File: config.mk
export PLATFORM = sky130hd
export DESIGN_NAME = etp_div
export DESIGN_NICKNAME = d
export VERILOG_FILES = /design/src/rtl/core/etp_pkg.sv /design/src/rtl/core/etp_div.sv
export SDC_FILE = /design/constraint.sdc
export NUM_CORES = 1
export LEC_CHECK = 0
export BUFFER_PORTS_ARGS = -buffer_cell sky130_fd_sc_hd__clkbuf_2
export CAP_MARGIN = 10
export CORE_AREA = 2 2 103 130
export CTS_CLUSTER_DIAMETER = 30
export DETAILED_ROUTE_END_ITERATION = 8
export DIE_AREA = 0 0 105 132
export PLACE_DENSITY_LB_ADDON = 0.05
export RECOVER_POWER = 100
export SLEW_MARGIN = 40
export SYNTH_ARGS = -nofsm -noshare
export SYNTH_HDL_FRONTEND = slang
export SYNTH_SLANG_ARGS = --single-unit
File: constraint.sdc
create_clock -name clk_i -period 4.5 [get_ports clk_i]
set_clock_uncertainty 0.1 [all_clocks]
set_input_delay 0.9 -clock clk_i [delete_from_list [all_inputs] [get_ports clk_i]]
set_output_delay 0.9 -clock clk_i [all_outputs]
set_load 0.005 [all_outputs]
File: src/rtl/core/etp_pkg.sv
package etp_pkg;

  localparam int DATA_W           = 32;
  localparam int ID_W             = 16;
  localparam int WGT_W            = 3;
  localparam int REQ_W            = 16;
  localparam int ENTRIES_DEF      = 64;
  localparam int FIXED_SCALE_DEF  = 1000;
  localparam int MAX_WEIGHT_DEF   = 5;
  localparam logic [DATA_W-1:0] DEADLINE_INIT = 32'h7FFF_FFFF;
  localparam logic [15:0]       QUANTUM_RST   = 16'd1000;

  typedef enum logic [2:0] {
    OP_CREATE = 3'd0,
    OP_WAKE   = 3'd1,
    OP_CHARGE = 3'd2,
    OP_SETATTR = 3'd3,
    OP_PICK   = 3'd4,
    OP_TICK   = 3'd5
  } op_e;

  typedef enum logic [1:0] {
    MODE_FREE  = 2'd0,
    MODE_RUN   = 2'd1,
    MODE_SLEEP = 2'd2
  } mode_e;

  typedef enum logic [1:0] {
    OUTC_YIELD = 2'd0,
    OUTC_SLEEP = 2'd1,
    OUTC_EXIT  = 2'd2
  } outc_e;

  typedef enum logic [3:0] {
    ST_IDLE,
    ST_READ,
    ST_CHECK,
    ST_MUL,
    ST_DIV,
    ST_WAIT,
    ST_WRITE,
    ST_TICK,
    ST_PICK,
    ST_DRAIN,
    ST_DONE
  } state_e;

  typedef struct packed {
    logic [ID_W-1:0]   id;
    logic [WGT_W-1:0]  weight;
    logic [REQ_W-1:0]  request;
    logic [DATA_W-1:0] vstart;
    logic [DATA_W-1:0] used;
    logic [DATA_W-1:0] eligible;
    logic [DATA_W-1:0] deadline;
  } entry_t;

endpackage

File: src/rtl/core/etp_div.sv
module etp_div import etp_pkg::*; #(
  parameter int DV_W = 11
) (
  input  logic              clk_i,
  input  logic              rst_ni,
  input  logic              start_i,
  input  logic [DATA_W-1:0] dividend_i,
  input  logic [DV_W-1:0]   divisor_i,
  output logic              done_o,
  output logic [DATA_W-1:0] quot_o
);

  localparam int CNT_W = $clog2(DATA_W);

  logic              busy_q, done_q;
  logic [CNT_W-1:0]  cnt_q;
  logic [DATA_W-1:0] quo_q;
  logic [DV_W-1:0]   rem_q, dvs_q;
  logic [DV_W:0]     trial, diff;
  logic              ge;

  assign trial = {rem_q, quo_q[DATA_W-1]};
  assign diff  = trial - {1'b0, dvs_q};
  assign ge    = trial >= {1'b0, dvs_q};

  always_ff @(posedge clk_i or negedge rst_ni) begin
    if (!rst_ni) begin
      busy_q <= 1'b0;
      done_q <= 1'b0;
      cnt_q  <= '0;
    end else begin
      done_q <= 1'b0;
      if (start_i) begin
        busy_q <= 1'b1;
        cnt_q  <= '0;
      end else if (busy_q) begin
        cnt_q <= cnt_q + 1'b1;
        if (cnt_q == CNT_W'(DATA_W - 1)) begin
          busy_q <= 1'b0;
          done_q <= 1'b1;
        end
      end
    end
  end

  always_ff @(posedge clk_i) begin
    if (start_i) begin
      quo_q <= dividend_i;
      rem_q <= '0;
      dvs_q <= divisor_i;
    end else if (busy_q) begin
      rem_q <= ge ? diff[DV_W-1:0] : trial[DV_W-1:0];
      quo_q <= {quo_q[DATA_W-2:0], ge};
    end
  end

  assign done_o = done_q;
  assign quot_o = quo_q;

  a_start_idle: assert property (@(posedge clk_i) disable iff (!rst_ni)
    start_i |-> !busy_q) else $error("divider restarted while busy");
  a_done_after_busy: assert property (@(posedge clk_i) disable iff (!rst_ni)
    $fell(busy_q) |-> done_q) else $error("divider finished without done");
  a_done_pulse: assert property (@(posedge clk_i) disable iff (!rst_ni)
    done_q |=> !done_q) else $error("done held longer than one cycle");

endmodule

# == Word-level counts from Yosys, hierarchy flattened ==
# Cells that the tools add are included.
# word_totals
register_bits,61
latchBits,0
mem_bits_rw,0
romBits,0
input_bits,46
output_inout_bits,33
elab_cells,22
n_memories,0
# op_classes
add_sub_neg,2
mul,0
n_div,0
magnitude_cmp,1
eq_ne,1
shift,0
mux,11
bitwise_logic,0
n_reduce_logical,1
# op_table
cell,n
32-bit two-way mux,2
12-bit by 11-bit greater-or-equal comparator with 1-bit output,1
11-bit two-way mux,1
11-bit subtractor,1
5-bit two-way mux,2
1-bit two-way mux,6
5-bit by 1-bit adder with 5-bit output (second input constant),1
5-bit == test (second input constant),1
2-bit nonzero test,1

# == Logic depth before layout (Yosys ltp) ==
# depth
ltp_word,4
mapped_depth,10

# == Least setup slack after synthesis ==
# No wires, ideal clock.
# synth_path
path_kind,input-to-reg
start,in start_i
end,"reg quo_q[0] (netlist: quot_o[0]), enable pin"
setup_ns,0.375
arrival_ns,1.951
required_ns,4.025
slack_ns,2.074
stages,3
path_cell_list,clkbuf_1 -> clkbuf_1 -> or2_2
# synth_between
elab_chain_len,1
# synth_lines
element,line_no,source
"start, declared",etp_div.sv:6,"input logic start_i,"
2-bit nonzero test (no line),-,
"end signal, assigned",etp_div.sv:48,quo_q <= dividend_i;
"end signal, assigned",etp_div.sv:53,"quo_q <= {quo_q[DATA_W-2:0], ge};"
"end, declared",etp_div.sv:17,logic [DATA_W-1:0] quo_q;
# Every way passes these cells.
# A chain may end at the register's enable or synchronous reset.

# == Final worst setup path ==
# layout_path
start,reg quo_q[31] (netlist: quot_o[31])
end,reg rem_q[9]
# layout_between
elab_chain_len,2
# layout_lines
element,line_no,source
11-bit subtractor or 12-bit by 11-bit greater-or-equal comparator with 1-bit output (tied branches),"etp_div.sv:23, etp_div.sv:24",
11-bit two-way mux (*),etp_div.sv:52,rem_q <= ge ? diff[DV_W-1:0] : trial[DV_W-1:0];
"end signal, assigned",etp_div.sv:52,
"end, declared",etp_div.sv:18,"logic [DV_W-1:0] rem_q, dvs_q;"
# Every way passes the cells marked *; elsewhere a longest branch is shown, timed or not.

==> flow_summary.ini <==
[worst_setup_path]
crit_type = flop to flop
cp_max_fo = 14
required_ns = 4.62
end_kind = flop
start_kind = flop
critPathArrivalTime_ns = 3.46

[cts]
cts_resized = 0
clockBufferDepth = 2
worstSkewPairLatency_ns = 0.33
htree_levels = 3
clk_pin_slew_worst_paths_ns = 0.06
cts_buffers = 9
cts_sinks = 61
hold_buffers = 0
cts_setup_buffers = 0
cts_tree = yes
cts-root-buf = clkbuf_16

[finish]
multiInputGateArea_um2 = 1301
n_antenna_cell = 0
nFillCells = 1345
ff_latch_area_um2 = 1687
syn2layout_area_growth_pct = 26.97
fin_nets = 384
drive_gt1_share_pct = 34.95
final_area_um2 = 3946

[detailed_routing]
first_iter_violations = 98
drc = 0
dr.pass1.iters = 4
drt_wl_total_mm = 7.276
ant_nets = 0
wl_per_cell_um = 14.64
num_vias = 2157
routed_via_density = 4.340

[pwr]
p_comb_share_pct = 28.1
p_int_mw = 1.380
leakagePower_nw = 1.658
seqPwrFrac_pct = 38.3
sw_frac_of_total_pct = 29.93
peakVddDrop_mv = 0.1783
switchingPower_mw = 0.5894
power.density_nw_per_um2 = 499.0
p_clk_share_pct = 33.6

[timing]
slew_viol_final = 31
setup_violations = 0
rsz0062_at_grt = false
tightest_slew_ns = 1.598
slew_headroom_pct = -6.524
post-route-period-util_pct = 74.30
hold_viol_final = 0
period_needed_ns = 3.343
setup_ws_ns = 1.157
max_freq_mhz = 299.1
timing.hold.ws_ns = 0.3674
final.setup.tns_ns = 0

[outcome]
violations = capacitance limit, slew limit
status = finished, violations left

[place]
dp_slack_ns = 1.675
gp_congestion = 0.7375
portBuffers = 78
dpl.hpwl_mm = 5.336
dpl_cell_area_um2 = 3699

[synth]
ys.flop_type = edfxtp_1
yosys-top-cells-area = edfxtp_1 42%, mux2_2 12%, dfxtp_1 7.1%, dfrtp_1 5.6%, ha_1 5.2%
synth_top_cells_by_count = 43 x edfxtp_1, 32 x mux2_2, 21 x nor2_1, 14 x inv_1, 13 x ha_1
synth_top_area_share_pct = 41.55
synth-async-reset-ratio_pct = 11.48
synth_edf_count = 43
synth_most_common_cell = edfxtp_1
syn_avg_cell_area_um2 = 12.79
netlist.top_cell.by_area = edfxtp_1
ys_ff_latch = 61
synthesis.nets = 303
synth_area_um2 = 3108
synth_cells = 243
yosysSeqAreaShare_pct = 54.27
yosysUniqueCellTypes = 48
yosys_warnings = 0

[die]
die_y_um = 132
die_area_um2 = 13860
num_rows = 46
coreArea_um2 = 12550
start_util_pct = 24.77
fp.dieW_um = 105
boundaryPins = 79

[grt]
grt_pass1_vias = 2251
grtUsageTotal_pct = 11.27
grt_pass1_wl_mm = 11.90
grt_max_degree = 36
grt_overflow = 0
antenna_found_initial = 0

[hold_path]
hp-class = input port to asynchronous set/reset pin

[flow_run]
cap_viol_max_count = 1
==> cells by family (layout without fill, tap and decap cells) <==
group                    count (synthesis)  in the layout  synth area share [%]
XOR/XNOR                                 8              8                 2.255
AND/OR/NAND/NOR                         55             55                 9.904
adder cells (fa/ha/maj)                 14             14                 5.878
buffers and inverters                   25            111                 3.382
AO/OA/AOI/OAI                           39             39                 9.662
flip-flops                              61             61                 54.27
multiplexers                            41             41                 14.65
==> final timing paths <==
kind,from,end,slack [ns],depth (start not counted)
worst max-delay path,quot_o[31],rem_q[9],1.16,9
worst min-delay path,rst_ni,done_o,0.37,1
worst max register to register,quot_o[31],rem_q[9],1.16,9
worst min register to register,rem_q[10],rem_q[10],0.42,2
max in group asynchronous,rst_ni,cnt_q[1],3.65,1
min in group clk_i,rem_q[10],rem_q[10],0.42,2
==> sequential cells by signal, summed over array words and instances (netlist names) <==
| name | cells |
|---|---|
| busy_q | 1 |
| cnt_q | 5 |
| done_o | 1 |
| dvs_q | 11 |
| quot_o | 32 |
| rem_q | 11 |
==> power groups by stage <==
stage | combinational, mW | sequential (mW) | clock, mW
6_report | 0.554 | 0.754 | 0.661
5_1_grt | 0.623 | 0.767 | 0.711
4_1_cts | 0.577 | 0.758 | 0.682
3_5_place_dp | 0.575 | 0.768 | 0
3_3_place_gp | 0.575 | 0.769 | 0
2_1_floorplan | 0.430 | 0.748 | 0
==> final cells by class <==
type / instances / area share (%)
well taps: 168 / 5.327
clock inverters: 6 / 1.363
multi-input cells: 157 / 32.97
inverters: 14 / 1.332
flip-flops and latches: 61 / 42.74
clock buffers: 10 / 5.802
repair buffers: 81 / 10.46
==> critical path, cell delays in order, from the launching register on <==
cell,delay (ns)
edfxtp_1,0.35
inv_1,0.07
ha_1,0.22
fa_1,0.41
nor2b_1,0.16
o31a_1,0.20
o21ai_2,0.13
o21ai_1,1.00
o31ai_1,0.25
a311oi_1,0.35
==> stage by stage <==
step,util [%],instances,power (mW)
floorplan,-,243,1.178
global placement,29.26,480,1.344
detailed placement,29.48,481,1.342
CTS,31.73,497,2.017
global route,31.45,497,2.101
finish,31.45,497,1.969
==> routing by layer <==
| layer | vias to the layer above | track usage (%) | share of wire (%) |
|---|---|---|---|
| li1 | 1069 | - | - |
| met1 | 1031 | 12.72 | 40 |
| met2 | 49 | 19.37 | 54 |
| met3 | 8 | 3.213 | 4.3 |
| met4 | 0 | 5.556 | 1.8 |
| met5 | - | 0 | 0 |
==> placed cells by master (no fill, tap or decap), types with 2 or more instances in the layout <==
cell / n
o21ai_0: 7
mux2i_1: 8
clkbuf_2: 62
clkbuf_1: 17
clkinv_1: 3
edfxtp_1: 43
a211oi_1: 7
xnor2_1: 6
a311oi_1: 2
mux2_2: 32
nand2_1: 8
nor3_1: 2
buf_4: 2
xor2_1: 2
o31a_1: 2
clkbuf_16: 9
nand4_1: 2
o21a_1: 2
nand2b_1: 4
ha_1: 13
inv_1: 14
dfxtp_1: 11
o22ai_1: 2
nor2_1: 21
nor3b_1: 2
a21oi_1: 5
nor4bb_1: 2
o211ai_1: 4
nor2b_1: 2
dfrtp_1: 7
o31ai_1: 2
and3_1: 2
a21o_1: 2
No activity file was read; power rests on OpenSTA's default activity.
